File: src/rtl/xpd_pkg.sv
package xpd_pkg;

  // item kinds on the input stream
  typedef enum logic [1:0] {
    KIND_LOAD    = 2'd0,
    KIND_PIXEL   = 2'd1,
    KIND_ROW_END = 2'd2
  } kind_e;

  // result status codes
  typedef enum logic [1:0] {
    ST_WRITTEN     = 2'd0,
    ST_TRANSPARENT = 2'd1,
    ST_NO_MATCH    = 2'd2
  } status_e;

  // configuration register indexes
  typedef enum logic [2:0] {
    CFG_CHARS_PER_PIXEL = 3'd0,
    CFG_COLOR_COUNT     = 3'd1,
    CFG_IMAGE_WIDTH     = 3'd2,
    CFG_IMAGE_HEIGHT    = 3'd3,
    CFG_WIDE_PIXELS     = 3'd4
  } cfg_index_e;

  localparam int unsigned KeyBytes  = 7;
  localparam int unsigned KeyW      = 8 * KeyBytes;
  localparam int unsigned PixelW    = 32;
  localparam int unsigned CoordW    = 12;
  localparam int unsigned CfgDataW  = 13;
  localparam int unsigned InDataW   = 112;
  localparam int unsigned OutDataW  = 56;
  localparam logic [PixelW-1:0] NarrowMask = 32'h0000_ffff;

  // token that walks down the palette cells: either a palette load
  // or a pixel key lookup collecting its first match on the way
  typedef struct packed {
    logic              valid;
    logic              is_load;
    logic              found;
    logic [7:0]        index;
    logic [KeyW-1:0]   key;
    logic [PixelW-1:0] pixel;
    logic              transp;
    logic [2:0]        cpp;
    logic [CoordW-1:0] column;
    logic [CoordW-1:0] row;
  } token_t;

endpackage

File: src/rtl/xpd_cell.sv
module xpd_cell #(
  parameter int unsigned IDX = 0
) (
  input  logic            clk_i,
  input  logic            rst_ni,
  input  logic            adv_i,
  input  logic [8:0]      color_count_i,
  input  xpd_pkg::token_t tok_i,
  output xpd_pkg::token_t tok_o
);
  import xpd_pkg::*;

  logic [KeyW-1:0]   key_q;
  logic [PixelW-1:0] pix_q;
  logic              tr_q;
  token_t            tok_d;
  token_t            tok_q;
  logic              slot_hit;
  logic              active;
  logic              key_eq;

  assign slot_hit = tok_i.valid && tok_i.is_load && (32'(tok_i.index) == IDX);
  assign active   = IDX < 32'(color_count_i);

  // masked key compare, byte by byte over the current key size
  always_comb begin
    key_eq = 1'b1;
    for (int b = 0; b < KeyBytes; b++) begin
      if ((3'(b) < tok_i.cpp) && (key_q[8*b +: 8] != tok_i.key[8*b +: 8])) begin
        key_eq = 1'b0;
      end
    end
  end

  // first match along the chain claims the lookup
  always_comb begin
    tok_d = tok_i;
    if (tok_i.valid && !tok_i.is_load && !tok_i.found && active && key_eq) begin
      tok_d.found  = 1'b1;
      tok_d.pixel  = pix_q;
      tok_d.transp = tr_q;
    end
  end

  // palette entry storage
  always_ff @(posedge clk_i) begin
    if (adv_i && slot_hit) begin
      key_q <= tok_i.key;
      pix_q <= tok_i.pixel;
      tr_q  <= tok_i.transp;
    end
  end

  // hand the token to the next cell
  always_ff @(posedge clk_i or negedge rst_ni) begin
    if (!rst_ni) begin
      tok_q <= '0;
    end else if (adv_i) begin
      tok_q <= tok_d;
    end
  end

  assign tok_o = tok_q;

endmodule

File: config.mk
export PLATFORM = sky130hd
export DESIGN_NAME = xpd_cell
export DESIGN_NICKNAME = d
export VERILOG_FILES = /design/src/rtl/xpd_pkg.sv /design/src/rtl/xpd_cell.sv
export SDC_FILE = /design/constraint.sdc
export NUM_CORES = 1
export LEC_CHECK = 0
export BUFFER_PORTS_ARGS = -buffer_cell sky130_fd_sc_hd__buf_2
export CAP_MARGIN = 25
export CELL_PAD_IN_SITES_DETAIL_PLACEMENT = 1
export CELL_PAD_IN_SITES_GLOBAL_PLACEMENT = 1
export CORE_MARGIN = 4
export CORE_UTILIZATION = 38
export CTS_BUF_LIST = sky130_fd_sc_hd__clkbuf_4
export CTS_CLUSTER_SIZE = 20
export DETAILED_ROUTE_END_ITERATION = 10
export PLACE_DENSITY_LB_ADDON = 0.05
export REMOVE_ABC_BUFFERS = 1
export SLEW_MARGIN = 40
export SYNTH_ARGS = -nofsm -noshare
export SYNTH_HDL_FRONTEND = slang
export SYNTH_SLANG_ARGS = --single-unit
File: constraint.sdc
create_clock -name clk_i -period 2 [get_ports clk_i]
set_input_delay 0.4 -clock clk_i [delete_from_list [all_inputs] [get_ports clk_i]]
set_output_delay 0.4 -clock clk_i [all_outputs]
set_load 0.01 [all_outputs]
==> impl_metrics.toml <==
[power]
powerDensity_nw_per_um2 = 824
comb_power_share = 0.133
clockPowerShare = 0.386
p_leak_uw = 0.00571
switching_share = 0.250
p_total_uw = 10400
seq_power_share = 0.481
ir_drop_mv = 0.544
p_int_uw = 7810
p_switching_uw = 2600

[clock_tree]
htree_levels = 2
clk_pin_slew_worst_paths_ns = 0.06
clockBufferDepth = 3
clkLatencyLatePin_ns = 0.65
cts_buffers = 58
clkSinkCount = 216
root_buffer = "clkbuf_4"
cts_tree = "built"

[die]
coreArea_sq_um = 21800
fp.dieW_um = 157
num_rows = 54
io_pins = 266
start_util = 0.385
die_height_um = 157
dieArea_sq_um = 24600

[timing]
setup_viol = 34
min_period_ns = 2.29
finalMaxSlewViolations = 0
holdWs_ns = 0.0820
tightest_slew_ns = 0.637
finClkSkew_ns = 0.0398
timing.slew.headroom = 0.575
finalHoldViolCount = 0
fmaxAchievable_ghz = 0.437
setup_slack_ns = -0.290
rsz0062_at_grt = "true"
timing.final.crit_share = 1.15

[worst_setup_path]
crit_chain = "xor2_1, nor4_1, nand2_2, o41ai_2, nand4_1, buf_6, buf_16, mux2i_2, a21oi_1"
cp_max_fo = 9
crit_slowest_cell = "edfxtp_1"
worst-path-buf-inv = 2
end_kind = "flop"
max_stage_delay_ns = 0.38
cp.required_ns = 2.49
start_kind = "flop"
crit_family = "simple AND/OR/NAND/NOR gates"
cp.arrival_ns = 2.78
path_class = "reg -> reg"

[layout]
mostFrequentLayoutCells = "263 x buf_2, 127 x dfrtp_1, 126 x dlygate4sd3_1, 99 x clkbuf_4, 93 x mux2_2"
regArea_sq_um = 5850
areaGrowthSynthToFinish_pct = 50.2
n_fill_cell = 2288
layout.nets = 1146
multiInputGateArea_sq_um = 2480
stdcell_count = 1335
drive_above_1_share = 0.502
final_common_cell = "buf_2"

[yosys]
ys_ff_latch = 216
synthFlopType = "dfrtp_1"
synthCells = 525
synth_area_sq_um = 8410
ys_types = 21
synth_edf_count = 89
yosys_warnings = 0
seq_area_frac_synth = 0.696
syn_avg_cell_area_sq_um = 16.0
synthArstFlopShare = 0.588

[min_path]
hold_class = "in -> reg"

[global_routing]
grt_pass1_wl_um = 38700
overflow = 0
grt.total_usage = 0.200
grt_pass1_vias = 7161
grt_max_degree = 122
antenna_found_initial = 3

[placement]
dp_hpwl_um = 15500
place_congestion = 0.773
pre_cts_ws_ns = -0.527
io_buffers = 265
dp.cells = 1096

[run]
cap_violations = 0

[run_status]
violations = "setup timing"
outcome = "finished, violations left"

[detailed_routing]
routed_via_density = 4.72
dr.pass1.iters = 4
detail-route-antenna-nets = 0
drt_iter0_drc = 212
vias = 6300
wl_per_cell_um = 18.5
wirelength_um = 24600
drc = 0
==> Yosys cell counts (all sizes together) (2+ instances only) <==
cell / instances / area (sq um)
dfrtp: 127 / 3180
nor2: 36 / 135
o41ai: 2 / 32.5
clkbuf: 18 / 67.6
mux2i: 33 / 330
xor2: 56 / 490
nor4: 17 / 119
edfxtp: 89 / 2670
nand2: 6 / 22.5
nor4b: 2 / 17.5
mux2: 93 / 1050
a21oi: 34 / 170
buf: 4 / 71.3
nand4: 2 / 12.5
a21boi: 3 / 22.5
==> final cells by class <==
class | instances | share of cell area
sequential | 216 | 0.463
timing repair buffer | 444 | 0.251
multi-input combinational | 286 | 0.196
clock buffer | 99 | 0.0589
tap | 280 | 0.0277
clock inverter | 8 | 0.00248
inverter | 1 | 0.000297
antenna | 1 | 0.000198
==> power by group through the flow <==
stage	clock, uW	sequential (uW)	combinational (uW)
after floorplan	0	5210	319
after global placement	0	5080	1140
after detailed placement	0	5090	1190
after CTS	4170	5010	1390
after global routing	4450	5040	1510
final	4020	5010	1380
==> sequential cells by signal (all words and copies together) (netlist names) <==
register,count
tok_o,127
key_q,56
pix_q,32
tr_q,1
==> layer usage <==
layer	up-vias	share of wire	track usage	routed length, um
met2	213	0.51	0.349	12600
met1	3142	0.40	0.244	9850
li1	2902	-	-	-
met3	39	0.069	0.0553	1700
met5	-	0.0016	0	40
met4	4	0.016	0.0562	397
==> per-stage QoR <==
stage / area [sq um] / utilization / TNS [ns]
floorplan: 8270 / - / -754.85
finish: 12600 / 0.579 / -8.53
detailed placement: 10400 / 0.477 / -22.00
global placement: 10400 / 0.477 / -25.55
CTS: 12600 / 0.576 / -9.02
global route: 12600 / 0.579 / -14.32
==> timing repair <==
action                                  4_1_cts  5_1_grt
pin swaps                                    23       17
hold buffers                                126        0
endpoints found under the setup margin       34      123
gates cloned                                  3        1
resized for setup                            10        7
hold endpoints to repair                    185        0
buffers inserted                              1        0
==> kinds of logic after synthesis <==
| kind of cell | after synthesis | share of synthesized area |
|---|---|---|
| mux | 126 | 0.164 |
| flops | 216 | 0.696 |
| xor+xnor | 56 | 0.0584 |
| simple gates | 63 | 0.0365 |
| compound gates | 41 | 0.0283 |
| buf+inv | 23 | 0.0170 |
==> final timing paths <==
kind | slack (ns) | depth (start not counted) | from | end
worst max-delay path | -0.29 | 9 | key_q[10]$_DFFE_PP_ | tok_o[34]$_DFFE_PN0P_
worst min-delay path | 0.08 | 2 | tok_i[77] | tok_o[77]$_DFFE_PN0P_
worst max register to register | -0.29 | 9 | key_q[10]$_DFFE_PP_ | tok_o[34]$_DFFE_PN0P_
worst min register to register | 0.50 | 1 | tok_o[80]$_DFFE_PN0P_ | tok_o[80]$_DFFE_PN0P_
max in group asynchronous | 1.09 | 3 | rst_ni | tok_o[78]$_DFFE_PN0P_
min in group asynchronous | 0.26 | 2 | rst_ni | tok_o[0]$_DFFE_PN0P_
Power figures use the tool's default switching activity.
