`config.mk`:
```
export PLATFORM = sky130hd
export DESIGN_NAME = xpd_front
export DESIGN_NICKNAME = d
export VERILOG_FILES = /design/src/rtl/xpd_pkg.sv /design/src/rtl/xpd_front.sv
export SDC_FILE = /design/constraint.sdc
export NUM_CORES = 1
export LEC_CHECK = 0
export BUFFER_PORTS_ARGS = -buffer_cell sky130_fd_sc_hd__buf_2
export CAP_MARGIN = 15
export CELL_PAD_IN_SITES_DETAIL_PLACEMENT = 1
export CELL_PAD_IN_SITES_GLOBAL_PLACEMENT = 1
export CORE_ASPECT_RATIO = 0.7
export CORE_MARGIN = 4
export CORE_UTILIZATION = 40
export DETAILED_ROUTE_END_ITERATION = 6
export HOLD_SLACK_MARGIN = 0.1
export PLACE_DENSITY_LB_ADDON = 0.1
export SYNTH_ARGS = -nofsm -noshare
export SYNTH_HDL_FRONTEND = slang
export SYNTH_SLANG_ARGS = --single-unit
```
`constraint.sdc`:
```
create_clock -name clk_i -period 3.16 [get_ports clk_i]
set_clock_uncertainty 0.15 [all_clocks]
set_input_delay 0 -clock clk_i [delete_from_list [all_inputs] [get_ports clk_i]]
set_output_delay 0 -clock clk_i [all_outputs]
set_load 0.02 [all_outputs]
```
`src/rtl/xpd_pkg.sv`:
```
package xpd_pkg;

  // item kinds on the input stream
  typedef enum logic [1:0] {
    KIND_LOAD    = 2'd0,
    KIND_PIXEL   = 2'd1,
    KIND_ROW_END = 2'd2
  } kind_e;

  // result status codes
  typedef enum logic [1:0] {
    ST_WRITTEN     = 2'd0,
    ST_TRANSPARENT = 2'd1,
    ST_NO_MATCH    = 2'd2
  } status_e;

  // configuration register indexes
  typedef enum logic [2:0] {
    CFG_CHARS_PER_PIXEL = 3'd0,
    CFG_COLOR_COUNT     = 3'd1,
    CFG_IMAGE_WIDTH     = 3'd2,
    CFG_IMAGE_HEIGHT    = 3'd3,
    CFG_WIDE_PIXELS     = 3'd4
  } cfg_index_e;

  localparam int unsigned KeyBytes  = 7;
  localparam int unsigned KeyW      = 8 * KeyBytes;
  localparam int unsigned PixelW    = 32;
  localparam int unsigned CoordW    = 12;
  localparam int unsigned CfgDataW  = 13;
  localparam int unsigned InDataW   = 112;
  localparam int unsigned OutDataW  = 56;
  localparam logic [PixelW-1:0] NarrowMask = 32'h0000_ffff;

  // token that walks down the palette cells: either a palette load
  // or a pixel key lookup collecting its first match on the way
  typedef struct packed {
    logic              valid;
    logic              is_load;
    logic              found;
    logic [7:0]        index;
    logic [KeyW-1:0]   key;
    logic [PixelW-1:0] pixel;
    logic              transp;
    logic [2:0]        cpp;
    logic [CoordW-1:0] column;
    logic [CoordW-1:0] row;
  } token_t;

endpackage

```
`src/rtl/xpd_front.sv`:
```
module xpd_front #(
  parameter int unsigned MAX_DIM = 4096
) (
  input  logic                        clk_i,
  input  logic                        rst_ni,
  input  logic                        adv_i,
  input  logic                        take_i,
  input  xpd_pkg::kind_e              kind_i,
  input  logic [7:0]                  entry_index_i,
  input  logic [xpd_pkg::KeyW-1:0]    entry_key_i,
  input  logic [xpd_pkg::PixelW-1:0]  entry_pixel_i,
  input  logic                        entry_transparent_i,
  input  logic [7:0]                  char_code_i,
  input  logic [2:0]                  cpp_i,
  input  logic [12:0]                 width_i,
  input  logic [12:0]                 height_i,
  output xpd_pkg::token_t             tok_o
);
  import xpd_pkg::*;

  localparam int unsigned DW = $clog2(MAX_DIM + 1);
  localparam int unsigned EW = (DW > 13) ? DW : 13;

  logic [KeyW-1:0] gather_q, gather_d, key_new;
  logic [2:0]      cnt_q, cnt_d;
  logic [3:0]      cnt_new;
  logic [DW-1:0]   col_q, col_d, row_q, row_d;
  logic [EW-1:0]   width_eff, height_eff;
  logic [2:0]      cpp_eff;
  logic            in_image;
  token_t          tok_d, tok_q;

  // clamp image size to the supported maximum
  always_comb begin
    width_eff  = EW'(width_i);
    height_eff = EW'(height_i);
    if (width_eff > EW'(MAX_DIM)) begin
      width_eff = EW'(MAX_DIM);
    end
    if (height_eff > EW'(MAX_DIM)) begin
      height_eff = EW'(MAX_DIM);
    end
  end

  assign cpp_eff  = (cpp_i == 3'd0) ? 3'd1 : cpp_i;
  assign in_image = (EW'(row_q) < height_eff) && (EW'(col_q) < width_eff);
  assign cnt_new  = {1'b0, cnt_q} + 4'd1;

  // place the new character at the next byte of the key
  always_comb begin
    key_new = gather_q;
    for (int b = 0; b < KeyBytes; b++) begin
      if (cnt_q == 3'(b)) begin
        key_new[8*b +: 8] = gather_q[8*b +: 8] | char_code_i;
      end
    end
  end

  // item decode and key gathering
  always_comb begin
    gather_d = gather_q;
    cnt_d    = cnt_q;
    col_d    = col_q;
    row_d    = row_q;
    tok_d    = '0;
    if (take_i) begin
      case (kind_i)
        KIND_LOAD: begin
          tok_d.valid   = 1'b1;
          tok_d.is_load = 1'b1;
          tok_d.index   = entry_index_i;
          tok_d.key     = entry_key_i;
          tok_d.pixel   = entry_pixel_i;
          tok_d.transp  = entry_transparent_i;
        end
        KIND_ROW_END: begin
          gather_d = '0;
          cnt_d    = '0;
          col_d    = '0;
          if (EW'(row_q) < height_eff) begin
            row_d = row_q + 1'b1;
          end
        end
        KIND_PIXEL: begin
          if (in_image) begin
            if (cnt_new >= {1'b0, cpp_eff}) begin
              tok_d.valid  = 1'b1;
              tok_d.key    = key_new;
              tok_d.cpp    = cpp_eff;
              tok_d.column = CoordW'(col_q);
              tok_d.row    = CoordW'(row_q);
              gather_d     = '0;
              cnt_d        = '0;
              col_d        = col_q + 1'b1;
            end else begin
              gather_d = key_new;
              cnt_d    = cnt_new[2:0];
            end
          end
        end
        default: begin
        end
      endcase
    end
  end

  // gather state and position counters
  always_ff @(posedge clk_i or negedge rst_ni) begin
    if (!rst_ni) begin
      gather_q <= '0;
      cnt_q    <= '0;
      col_q    <= '0;
      row_q    <= '0;
    end else begin
      gather_q <= gather_d;
      cnt_q    <= cnt_d;
      col_q    <= col_d;
      row_q    <= row_d;
    end
  end

  // token launch into the cell chain
  always_ff @(posedge clk_i or negedge rst_ni) begin
    if (!rst_ni) begin
      tok_q <= '0;
    end else if (adv_i) begin
      tok_q <= tok_d;
    end
  end

  assign tok_o = tok_q;

endmodule

```
==> results.md <==
- Sequential share of the synthesized area: 54.9%
- Routed vias/inst: approximately 5.5
- Final Routed Wirelength: 36.2 mm
- Diodes inserted: 0
- WL/cell: 22.1 um
- CP startpoint: cnt_q[0]
- Final worst path period need: just under 3 ns
- Synth-to-Final Area Change: 39.4%
- Die height: ~140 um
- Cell Count Post-Placement: between 1,000 and 1,500
- Max-cap viol count: 0
- Slew headroom: between 20% and 30%
- H-tree depth: 1
- Largest cells by area after synthesis: dfrtp_1 (55%), o21ai_0 (4.7%), ha_1 (4.4%), a22oi_1 (4.4%), a31oi_1 (4.2%)
- Slew Viols, Final: 0
- Hold_sp: entry_key_i[14]
- Switching power: 2.07 mW
- Final WS setup: roughly 0.18 ns
- CP Launch Type: flip-flop
- Final Hold Viols: 0
- Worst setup path class: reg2reg
- Total power: between 7 and 8 mW
- CTS Buf Count: 23
- Via count: between 9,000 and 10,000
- Synth cell count leaders: dfrtp_1 (211), o21ai_0 (90), a21oi_1 (72)
- Cell area after synthesis: around 0.0096 mm^2
- Gr ovfl total: 0
- ANT nets after route: 0
- Synthesized instance count: 946
- Site row count: 47
- Filler instances: 2,675
- Count leader, synth: dfrtp_1
- Measured slew at the worst slew-check pin: between 1 and 1.5 ns
- Clk slew on worst S/H paths: about 0.060 ns
- Die width: between 150 and 200 um
- Yosys warns: 0
- Power Density: approximately 540 mW/mm^2
- Fmax: between 0.3 and 0.4 GHz
- DR DRC count: 0
- Sw frac: between 20 and 30%
- Vias in the first global route: between 9,000 and 10,000
- Detailed Routing Iterations Pass 1: 4
- Seq cells post-synth: between 200 and 250
- Initial antenna violation count: 1
- RR Startpoint: cnt_q[0]
- CP Data Arrival Time: ~3.3 ns
- Peak VDD IR: 0.335 mV
- First-pass GRT wire length: 57.0 mm
- PortBufs: roughly 270
- Highest fanout seen on the critical path: 6
- Largest net degree at the start of global routing: 99
- Tot GR Track Use: a little over a quarter
- Fin nets: 1,481
- Required @ worst endpoint: 3.44 ns
- RSZ-0062 raised after global routing: no
- Synth unique cells: between 50 and 60
- Placed Instance Area: around 0.011 mm^2
- Initial core utilization: about two fifths
- Core box area: 0.0236 mm^2
- Syn Area/Cell: approximately 10 um^2
- Path depth of the worst reg2reg path: 12
- CTS Sinks: ~210
- P_int: a little over 5 mW
- CP endpoint kind: flip-flop
- Clock Path Buffers: 3
- Clk_lat worst skew: around 0.5 ns
- Hold path cells: 4
- Combinational Power Share: a little under a fifth
- Die area: 0.0266 mm^2
- Final cycle utilization of the critical path: between 90% and 100%
- Setup_tns: 0 ns
- # IOs: between 200 and 300
- Area leader, netlist: dfrtp_1
- DP HPWL: ~23 mm
- Layout cell share with drive strength beyond 1: approximately a quarter
- Status: completed
- Post-synth EDFFs: 0
- Ys async rst share: 100%
- Worst slack, placed: ~0.15 ns
- Final Wtd Congestion: slightly above 0.9
- Min-delay worst type: in2reg
- Final std cells w/o fill: 1,641
- Leak pwr: 6.65 nW
- Clock network fraction of total power: between 30% and 40%
- Yosys top cell area share: a little over half
- Syn nets: about 1,100
- DRT iter0 DRCs: 567
- CTS Root Cell: clkbuf_16
- Final instance area: approximately 0.013 mm^2
- Sequential power share: 42.5%
- CTS tree: built
- Setup Viol. Count Final: 0
- Primary FF master, synth: dfrtp_1
[metal layers]
metal / global-route usage [%] / share of wire [%] / vias to the layer above
li1: - / - / 4136
met1: 39.3 / 47 / 4561
met2: 41.8 / 46 / 332
met3: 5.23 / 6.0 / 48
met4: 5.27 / 1.9 / 2
met5: 0 / 0.044 / -
[layout make-up]
cell class	count	area, um^2	area share [%]
timing repair buffer	424	2960	22.0
multi-input combinational	600	3810	28.4
clock buffer	32	659	4.92
inverter	47	178	1.32
tap	318	398	2.97
sequential	211	5280	39.4
clock inverter	9	126	0.942
[registers in the layout, indices dropped and copies added, names as in the netlist]
name,cells
cnt_q,3
col_q,13
gather_q,56
row_q,13
tok_o,126
[metrics by stage]
step | util (%) | hold WS [ns]
after floorplan | - | -0.446
after global placement | 47.6 | -0.113
after detailed placement | 47.6 | -0.110
after CTS | 56.6 | 0.100
after global routing | 56.7 | 0.134
final | 56.7 | 0.107
[cell usage in the layout, fill, tap and decap left out, types with 5 or more instances in the layout]
cell,synthesis,routed
a21oi_1,72,71
a22o_1,42,42
a22oi_1,56,56
a31oi_1,64,64
and2_1,15,14
and3_1,8,8
buf_12,0,6
buf_2,15,264
buf_4,1,20
clkbuf_16,0,23
clkbuf_8,0,5
clkinv_2,0,5
dfrtp_1,211,210
dlygate4sd3_1,0,132
ha_1,34,34
inv_1,46,46
nand2_1,38,38
nand3_1,32,31
nand4_1,15,15
nor2_1,65,65
o21ai_0,90,87
o21ai_1,2,5
xnor2_1,6,6
xor2_1,6,6
[cell families after synthesis]
family                   share of synthesized area, %
AND/OR/NAND/NOR                                  9.78
multiplexers                                    0.429
flip-flops                                       54.9
XOR/XNOR                                         1.09
AO/OA/AOI/OAI                                    23.7
adder cells (fa/ha/maj)                          4.42
buffers and inverters                            5.66
other                                          0.0390
[power groups by stage]
stage	Combinational [mW]	Sequential (mW)	Clock (mW)
finish	1.32	3.06	2.81
global route	1.45	3.08	2.98
CTS	1.29	3.05	2.85
detailed placement	1.14	3.10	0
global placement	1.11	3.10	0
floorplan	0.605	3.12	0
[path summary, 6_finish.rpt]
| path | slack, ns | endpoint |
|---|---|---|
| min | 0.11 | tok_o[74] |
| max in group asynchronous | 1.93 | gather_q[44] |
| max reg2reg | 0.18 | tok_o[85] |
| min in group asynchronous | 0.54 | row_q[0] |
| min reg2reg | 0.32 | row_q[12] |
| max | 0.18 | tok_o[85] |
[critical path: stages, from the launching register on]
cell           delay (ns)
dfrtp_1              0.44
ha_1                 0.22
ha_1                 0.29
inv_1                0.04
ha_1                 0.26
inv_1                0.04
o21ai_1              0.18
buf_4                0.16
nand2_1              0.09
nor3_4               0.21
nand3_2              0.11
o21ai_1              0.16
dlygate4sd3_1        0.56
[repair_timing]
action | in CTS | in global routing
hold buffers | 133 | 0
hold endpoints to repair | 365 | 0
setup endpoints to repair | 0 | 47
resized for setup | 0 | 5
setup buffers | 0 | 1
No activity file was read; power rests on OpenSTA's default activity.
